`config.mk`:
```
export PLATFORM = sky130hd
export DESIGN_NAME = line_edit_buffer
export DESIGN_NICKNAME = d
export VERILOG_FILES = /design/src/hw/rtl/leb_pkg.sv /design/src/hw/rtl/leb_front.sv /design/src/hw/rtl/leb_cmd_queue.sv /design/src/hw/rtl/leb_back.sv /design/src/hw/rtl/line_edit_buffer.sv
export VERILOG_INCLUDE_DIRS = /design/src /design/src/hw/rtl
export SDC_FILE = /design/constraint.sdc
export NUM_CORES = 1
export LEC_CHECK = 0
export BUFFER_PORTS_ARGS = -buffer_cell sky130_fd_sc_hd__buf_4
export CAP_MARGIN = 20
export CORE_MARGIN = 2
export CORE_UTILIZATION = 67
export DETAILED_ROUTE_END_ITERATION = 12
export GPL_TIMING_DRIVEN = 0
export HOLD_SLACK_MARGIN = 0.06
export PLACE_DENSITY = 0.89
export SLEW_MARGIN = 20
export SYNTH_ARGS = -nofsm -noshare
export SYNTH_HDL_FRONTEND = slang
export SYNTH_SLANG_ARGS = --single-unit
```
`constraint.sdc`:
```
create_clock -name clk -period 12.8 [get_ports clk]
set_input_delay 1.28 -clock clk [delete_from_list [all_inputs] [get_ports clk]]
set_output_delay 1.28 -clock clk [all_outputs]
set_load 0.01 [all_outputs]
```
`src/hw/rtl/line_edit_buffer_assert.svh`:
```
// Assertion macros for the line edit buffer.
`ifndef LINE_EDIT_BUFFER_ASSERT_SVH
`define LINE_EDIT_BUFFER_ASSERT_SVH
`ifndef ASSERT_OFF
`define LEB_ASSERT(lbl, expr) \
	lbl: assert property (@(posedge clk) disable iff (!arst_n) (expr)) \
		else $error("line_edit_buffer: check failed");
`define LEB_ASSERT_IMPL(lbl, pre, post) \
	lbl: assert property (@(posedge clk) disable iff (!arst_n) (pre) |-> (post)) \
		else $error("line_edit_buffer: implication failed");
`else
`define LEB_ASSERT(lbl, expr)
`define LEB_ASSERT_IMPL(lbl, pre, post)
`endif
`endif

```
`src/hw/rtl/leb_pkg.sv`:
```
`timescale 1ns / 1ps

package leb_pkg;

	localparam int LINE_CAPACITY = 63;
	localparam int FILL_W        = $clog2(LINE_CAPACITY + 1);
	localparam int ADDR_W        = $clog2(LINE_CAPACITY);
	localparam int CHAR_W        = 8;
	localparam int CFG_IDX_W     = 2;
	localparam int QUEUE_DEPTH   = 2;
	localparam int QCNT_W        = $clog2(QUEUE_DEPTH + 1);

	localparam logic [CHAR_W-1:0] SPACE_CHAR   = 8'd32;
	localparam logic [CHAR_W-1:0] NEWLINE_CHAR = 8'd10;

	localparam logic [CHAR_W-1:0] PRINT_CODE_RST      = 8'd64;
	localparam logic [CHAR_W-1:0] ERASE_CODE_RST      = 8'd42;
	localparam logic [CHAR_W-1:0] WORD_ERASE_CODE_RST = 8'd36;
	localparam logic [CHAR_W-1:0] CLEAR_CODE_RST      = 8'd38;

	typedef enum logic [CFG_IDX_W-1:0] {
		CFG_PRINT      = 2'd0,
		CFG_ERASE      = 2'd1,
		CFG_WORD_ERASE = 2'd2,
		CFG_CLEAR      = 2'd3
	} cfg_reg_t;

	typedef enum logic [2:0] {
		OP_APPEND,
		OP_ERASE,
		OP_WORD,
		OP_CLEAR,
		OP_PRINT
	} op_t;

	typedef struct packed {
		op_t               op;
		logic [CHAR_W-1:0] ch;
	} cmd_t;

	typedef enum logic [1:0] {
		BK_IDLE,
		BK_WALK,
		BK_PRINT,
		BK_NEWLINE
	} back_state_t;

	typedef struct packed {
		logic              walking;
		logic [FILL_W-1:0] fill;
		logic [ADDR_W-1:0] idx;
	} back_status_t;

endpackage

```
`src/hw/rtl/leb_front.sv`:
```
`timescale 1ns / 1ps

module leb_front import leb_pkg::*; (
	input  logic                 clk,
	input  logic                 arst_n,
	input  logic                 cfg_wr_en,
	input  logic [CFG_IDX_W-1:0] cfg_index,
	input  logic [CHAR_W-1:0]    cfg_data,
	input  logic                 in_valid,
	input  logic [CHAR_W-1:0]    in_char,
	input  logic                 q_full,
	output logic                 push,
	output cmd_t                 push_cmd
);

	logic [CHAR_W-1:0] print_code_q;
	logic [CHAR_W-1:0] erase_code_q;
	logic [CHAR_W-1:0] word_erase_code_q;
	logic [CHAR_W-1:0] clear_code_q;

	always_ff @(posedge clk or negedge arst_n) begin
		if (!arst_n) begin
			print_code_q      <= PRINT_CODE_RST;
			erase_code_q      <= ERASE_CODE_RST;
			word_erase_code_q <= WORD_ERASE_CODE_RST;
			clear_code_q      <= CLEAR_CODE_RST;
		end else if (cfg_wr_en) begin
			case (cfg_reg_t'(cfg_index))
				CFG_PRINT:      print_code_q      <= cfg_data;
				CFG_ERASE:      erase_code_q      <= cfg_data;
				CFG_WORD_ERASE: word_erase_code_q <= cfg_data;
				CFG_CLEAR:      clear_code_q      <= cfg_data;
				default: ;
			endcase
		end
	end

	assign push        = in_valid && !q_full;
	assign push_cmd.ch = in_char;

	always_comb begin
		if (in_char == print_code_q) begin
			push_cmd.op = OP_PRINT;
		end else if (in_char == erase_code_q) begin
			push_cmd.op = OP_ERASE;
		end else if (in_char == word_erase_code_q) begin
			push_cmd.op = OP_WORD;
		end else if (in_char == clear_code_q) begin
			push_cmd.op = OP_CLEAR;
		end else begin
			push_cmd.op = OP_APPEND;
		end
	end

endmodule

```
`src/hw/rtl/leb_cmd_queue.sv`:
```
`timescale 1ns / 1ps

module leb_cmd_queue import leb_pkg::*; (
	input  logic              clk,
	input  logic              arst_n,
	input  logic              push,
	input  cmd_t              push_cmd,
	input  logic              pop,
	output logic              cmd_valid,
	output cmd_t              cmd,
	output logic              full,
	output logic [QCNT_W-1:0] count
);

	localparam int PTR_W = $clog2(QUEUE_DEPTH);

	cmd_t              entry_q [QUEUE_DEPTH];
	logic [PTR_W-1:0]  wr_ptr_q;
	logic [PTR_W-1:0]  rd_ptr_q;
	logic [QCNT_W-1:0] count_q;
	logic              do_pop;

	assign do_pop    = pop && (count_q != '0);
	assign cmd_valid = (count_q != '0);
	assign cmd       = entry_q[rd_ptr_q];
	assign full      = (count_q == QCNT_W'(QUEUE_DEPTH));
	assign count     = count_q;

	always_ff @(posedge clk) begin
		if (push) begin
			entry_q[wr_ptr_q] <= push_cmd;
		end
	end

	always_ff @(posedge clk or negedge arst_n) begin
		if (!arst_n) begin
			wr_ptr_q <= '0;
			rd_ptr_q <= '0;
			count_q  <= '0;
		end else begin
			if (push) begin
				wr_ptr_q <= (wr_ptr_q == PTR_W'(QUEUE_DEPTH - 1)) ? '0 : wr_ptr_q + 1'b1;
			end
			if (do_pop) begin
				rd_ptr_q <= (rd_ptr_q == PTR_W'(QUEUE_DEPTH - 1)) ? '0 : rd_ptr_q + 1'b1;
			end
			if (push && !do_pop) begin
				count_q <= count_q + 1'b1;
			end else if (!push && do_pop) begin
				count_q <= count_q - 1'b1;
			end
		end
	end

endmodule

```
`src/hw/rtl/leb_back.sv`:
```
`timescale 1ns / 1ps

module leb_back import leb_pkg::*; (
	input  logic              clk,
	input  logic              arst_n,
	input  logic              cmd_valid,
	input  cmd_t              cmd,
	output logic              pop,
	output logic              out_valid,
	input  logic              out_stall,
	output logic [CHAR_W-1:0] out_char,
	output logic              last_of_line,
	output back_status_t      status
);

	logic [CHAR_W-1:0] line_store [LINE_CAPACITY];
	logic [CHAR_W-1:0] rdata_q;

	back_state_t       state_q, state_d;
	logic [FILL_W-1:0] fill_q, fill_d;
	logic [ADDR_W-1:0] idx_q, idx_d;
	logic [ADDR_W-1:0] rd_addr;
	logic [ADDR_W-1:0] wr_addr;
	logic              wr_en;

	logic              out_valid_q;
	logic [CHAR_W-1:0] out_char_q;
	logic              out_last_q;
	logic              out_free;
	logic              load_out;
	logic [CHAR_W-1:0] load_char;
	logic              load_last;

	assign out_free = !out_valid_q || !out_stall;

	always_ff @(posedge clk) begin
		if (wr_en) begin
			line_store[wr_addr] <= cmd.ch;
		end
		rdata_q <= line_store[rd_addr];
	end

	always_ff @(posedge clk or negedge arst_n) begin
		if (!arst_n) begin
			state_q <= BK_IDLE;
			fill_q  <= '0;
			idx_q   <= '0;
		end else begin
			state_q <= state_d;
			fill_q  <= fill_d;
			idx_q   <= idx_d;
		end
	end

	always_comb begin
		state_d   = state_q;
		fill_d    = fill_q;
		idx_d     = idx_q;
		rd_addr   = idx_q;
		wr_addr   = fill_q[ADDR_W-1:0];
		wr_en     = 1'b0;
		pop       = 1'b0;
		load_out  = 1'b0;
		load_char = NEWLINE_CHAR;
		load_last = 1'b0;
		case (state_q)
			BK_IDLE: begin
				if (cmd_valid) begin
					pop = 1'b1;
					case (cmd.op)
						OP_APPEND: begin
							if (fill_q < FILL_W'(LINE_CAPACITY)) begin
								wr_en  = 1'b1;
								fill_d = fill_q + 1'b1;
							end
						end
						OP_ERASE: begin
							if (fill_q != '0) begin
								fill_d = fill_q - 1'b1;
							end
						end
						OP_CLEAR: begin
							fill_d = '0;
						end
						OP_WORD: begin
							if (fill_q != '0) begin
								idx_d   = ADDR_W'(fill_q - 1'b1);
								rd_addr = idx_d;
								state_d = BK_WALK;
							end
						end
						OP_PRINT: begin
							idx_d   = '0;
							rd_addr = '0;
							state_d = (fill_q == '0) ? BK_NEWLINE : BK_PRINT;
						end
						default: ;
					endcase
				end
			end
			BK_WALK: begin
				if (idx_q == '0) begin
					fill_d  = '0;
					state_d = BK_IDLE;
				end else if (rdata_q == SPACE_CHAR) begin
					fill_d  = FILL_W'(idx_q);
					state_d = BK_IDLE;
				end else begin
					idx_d   = idx_q - 1'b1;
					rd_addr = idx_d;
				end
			end
			BK_PRINT: begin
				if (out_free) begin
					load_out  = 1'b1;
					load_char = rdata_q;
					if (FILL_W'(idx_q) == fill_q - 1'b1) begin
						state_d = BK_NEWLINE;
					end else begin
						idx_d   = idx_q + 1'b1;
						rd_addr = idx_d;
					end
				end
			end
			BK_NEWLINE: begin
				if (out_free) begin
					load_out  = 1'b1;
					load_last = 1'b1;
					fill_d    = '0;
					state_d   = BK_IDLE;
				end
			end
			default: begin
				state_d = BK_IDLE;
			end
		endcase
	end

	always_ff @(posedge clk or negedge arst_n) begin
		if (!arst_n) begin
			out_valid_q <= 1'b0;
		end else if (load_out) begin
			out_valid_q <= 1'b1;
		end else if (!out_stall) begin
			out_valid_q <= 1'b0;
		end
	end

	always_ff @(posedge clk) begin
		if (load_out) begin
			out_char_q <= load_char;
			out_last_q <= load_last;
		end
	end

	assign out_valid    = out_valid_q;
	assign out_char     = out_char_q;
	assign last_of_line = out_last_q;

	assign status.walking = (state_q == BK_WALK);
	assign status.fill    = fill_q;
	assign status.idx     = idx_q;

endmodule

```
`src/hw/rtl/line_edit_buffer.sv`:
```
// Append, erase and clear pass through the command queue before updating the fill count.
// One editing character per cycle while in_stall is low and the back end is idle.
// Word erase walks back, one line store read per cycle, until a space or the line start.
// Print output is registered; fill + 1 transactions (characters, then newline) follow,
// one per cycle when out_stall is low.
// Reset: fill count, queue, control and codes reset at once; line store is not cleared.
`timescale 1ns / 1ps
`include "line_edit_buffer_assert.svh"

module line_edit_buffer import leb_pkg::*; (
	input  logic                 clk,
	input  logic                 arst_n,
	input  logic                 cfg_wr_en,
	input  logic [CFG_IDX_W-1:0] cfg_index,
	input  logic [CHAR_W-1:0]    cfg_data,
	input  logic                 in_valid,
	output logic                 in_stall,
	input  logic [CHAR_W-1:0]    in_char,
	output logic                 out_valid,
	input  logic                 out_stall,
	output logic [CHAR_W-1:0]    out_char,
	output logic                 last_of_line
);

	logic              push;
	cmd_t              push_cmd;
	logic              q_full;
	logic [QCNT_W-1:0] q_count;
	logic              cmd_valid;
	cmd_t              cmd;
	logic              pop;
	back_status_t      bk_status;

	assign in_stall = q_full;

	leb_front u_front (
		.clk       (clk),
		.arst_n    (arst_n),
		.cfg_wr_en (cfg_wr_en),
		.cfg_index (cfg_index),
		.cfg_data  (cfg_data),
		.in_valid  (in_valid),
		.in_char   (in_char),
		.q_full    (q_full),
		.push      (push),
		.push_cmd  (push_cmd)
	);

	leb_cmd_queue u_queue (
		.clk       (clk),
		.arst_n    (arst_n),
		.push      (push),
		.push_cmd  (push_cmd),
		.pop       (pop),
		.cmd_valid (cmd_valid),
		.cmd       (cmd),
		.full      (q_full),
		.count     (q_count)
	);

	leb_back u_back (
		.clk          (clk),
		.arst_n       (arst_n),
		.cmd_valid    (cmd_valid),
		.cmd          (cmd),
		.pop          (pop),
		.out_valid    (out_valid),
		.out_stall    (out_stall),
		.out_char     (out_char),
		.last_of_line (last_of_line),
		.status       (bk_status)
	);

	`LEB_ASSERT_IMPL(a_walk_in_line, bk_status.walking, FILL_W'(bk_status.idx) < bk_status.fill)
	`LEB_ASSERT_IMPL(a_stall_when_full, in_stall, q_count == QCNT_W'(QUEUE_DEPTH))
	`LEB_ASSERT_IMPL(a_last_is_newline, out_valid && last_of_line, out_char == NEWLINE_CHAR)

endmodule
```
==> flow_metrics.tcl <==
set metrics [dict create \
    slowest_stage "clkbuf_1" \
    crit_buf_inv 5 \
    htree_levels 2 \
    post-route-period-util_pct 43.4 \
    ctsHoldBuffers 0 \
    fin_nets 1856 \
    cts_buffers 54 \
    skew_ns 0.0172 \
    worstMarginPinSlew_ns 0.910 \
    synth.distinct_cells 74 \
    crit_required_ns 13.24 \
    core_area_um2 37400 \
    fmax_mhz 180 \
    vias 15600 \
    io_buffers 33 \
    grt_first_pass_wirelength_um 91100 \
    ctsResizeCount 0 \
    yosys_warnings 0 \
    clk_latency_ns 0.61 \
    cp_data_arrival_time_ns 5.99 \
    crit_fanout 10 \
    worstSetupEndpointType "flop" \
    synthCells 1738 \
    outcome "finished clean" \
    wire_per_inst_um 25.7 \
    cp.depth 16 \
    path_delay_family "compound AO/OA/AOI/OAI gates" \
    holdPathStages 1 \
    path_cells "buf_2 > inv_1 > ha_1 > nor3b_4 > xnor3_1 > or4_4 > o21a_1 > a32oi_1 > nand2_1 > inv_2 > buf_6 > clkbuf_1 > mux2i_1 > a22oi_1 > a32o_1 > a211oi_1" \
    drc_errors 0 \
    die_h_um 198 \
    utilization_pct 74.6 \
    cts-root-buf "clkbuf_16" \
    hp-start "u_queue.wr_ptr_q" \
    gp_congestion 0.970 \
    wirelength_um 61200 \
    grt_max_degree 64 \
    n_antenna_cell 0 \
    cts_tree "yes" \
    r2r-end "u_back.rdata_q[6]" \
    vias_per_cell 6.56 \
    die_w_um 198 \
    synth_area_per_cell_um2 14.5 \
    ys.flop_type "edfxtp_1" \
    synthToLayoutAreaGrowth_pct 10.5 \
    postCtsSetupRepairBufs 0 \
    antenna_found_initial 0 \
    synth_edf_count 535 \
    netlist_area_um2 25300 \
    drt-initial-drc-count 1915 \
    rsz0062_at_grt "false" \
    slew_headroom_pct 39.1 \
    row_count 71 \
    grtUsageTotal_pct 31.7 \
    crit_type "reg -> reg" \
    first_pass_iters 8 \
    start_util_pct 67.5 \
    ys_seq_elements 594 \
    critPathMaxStageDelay_ns 0.59 \
    clock_sinks 594 \
    drv_slew 0 \
    min_period_ns 5.55 \
    synth_async_sr_flop_share_pct 8.59 \
    start_kind "flop" \
    holdPathEnd "u_queue.wr_ptr_q" \
    setup-tns-final_ns 0 \
    dpl.hpwl_um 39500 \
    drive_above_1_share_pct 12.2 \
    overflow 0 \
    fin_hold_ws_ns 0.508 \
    r2r-start "u_back.fill_q[0]" \
    clk_path_buf_depth 3 \
    synth.net_count 1767 \
    postRouteAntennaNets 0 \
    maxCapViolations 0 \
    r2r_setup_slack_ns 7.25 \
    r2r_cells 16 \
    finalHoldViolations 0 \
    hp-class "reg -> reg" \
    grt_pass1_vias 15300 \
    ioPinCount 34 \
    die_area_um2 39300 \
    setup_viol 0 \
    clkSlewWorstSetupHoldPaths_ns 0.06 \
    ys_seq_area_share_pct 69.3 \
]
-- registers in the layout (all words and copies together) (netlist names), 6 cells and up --
| signal | flops |
|---|---|
| u_front.erase_code_q | 8 |
| u_front.print_code_q | 8 |
| u_front.word_erase_code_q | 8 |
| u_back.fill_q | 6 |
| u_back.idx_q | 6 |
| u_back.rdata_q | 8 |
| u_front.clear_code_q | 8 |
| u_back.line_store | 504 |
| u_queue.entry_q | 22 |
| u_back.out_char | 8 |
-- final cells by class --
cell class              count  area [µm²]
flip-flops and latches    594       17500
fillers                  2216        9500
multi-input cells        1037        7240
clock buffers              73        1490
well taps                 511         639
plain buffers              92         475
repair buffers             33         248
clock inverters            27         239
inverters                  15        56.3
-- routing by layer --
layer  GRT usage (%)  up-vias  wire, µm  part of all wire, %
met4            12.3        0      2620                  4.3
met5               0        -         0                    0
met2            52.2      962     29600                   48
met3            5.98      165      6170                   10
li1                -     6792         -                    -
met1            42.2     7715     22800                   37
-- cell families after synthesis --
| group | count (synthesis) | synth area share [%] |
|---|---|---|
| DFF | 594 | 69.3 |
| and+or+nand+nor | 503 | 9.18 |
| muxes | 293 | 11.8 |
| AOI/OAI and AO/OA | 182 | 5.29 |
| buffers and inverters | 107 | 2.11 |
| xor gates and xnor gates | 53 | 1.95 |
| adders and majority gates | 6 | 0.297 |
-- cells in the mapped netlist, types with 10 or more instances --
cell	number	area, µm²
edfxtp_1	535	16100
mux2i_1	249	2490
nand2_1	219	822
nor2_1	108	405
nand3_1	75	375
mux2_2	44	495
dfrtp_1	42	1050
clkbuf_1	40	150
buf_2	29	145
xnor2_1	26	228
a31oi_1	25	156
o22ai_1	25	156
xor2_1	25	219
a211oi_1	23	173
nor3b_1	22	165
a311oi_1	18	158
a32oi_1	18	158
o21ai_0	17	85.1
a21oi_1	13	65.1
nor4_1	12	75.1
inv_1	10	37.5
-- per-stage QoR --
stage / instance area, µm² / cells / setup WS [ns]
final: 27900 / 2382 / 7.25
after global routing: 27900 / 2382 / 7.21
after CTS: 27900 / 2382 / 7.36
after detailed placement: 26200 / 2282 / 7.40
after global placement: 26100 / 2282 / 7.45
after floorplan: 25300 / 1738 / 8.77
-- placed cells by master, fill, tap and decap left out, drive strengths merged, types with 3 or more instances in the layout --
master and n:
dfrtp 42, nand2 219, nor2b 5, o221ai 3, nor2 109, a221oi 3
inv 16, a32oi 18, nand4 6, dfxtp 8, and2 9, bufinv 4
a31oi 25, xor2 25, mux2i 249, a311oi 18, a21oi 14, o22ai 25
nor3 6, ha 6, nand3 75, nor4 12, o21ai 19, a211oi 23
a21boi 8, xnor2 26, nand2b 3, a22oi 6, or3 9, nor3b 23
buf 85, clkinv 21, and3 6, nand3b 5, edfxtp 535, dfstp 9
clkbuf 113, or4 10, mux2 44
-- worst max-delay path by stage --
stage / startpoint / end
floorplan: u_back.fill_q[0] / u_back.rdata_q[5]
global placement: u_back.fill_q[0] / u_back.rdata_q[6]
detailed placement: u_back.fill_q[0] / u_back.rdata_q[6]
CTS: u_back.fill_q[0] / u_back.rdata_q[6]
global route: u_back.fill_q[0] / u_back.rdata_q[0]
finish: u_back.fill_q[0] / u_back.rdata_q[6]
Power is not shown: default switching activity piles up to over one toggle a cycle in this logic, so the estimate is an artifact.
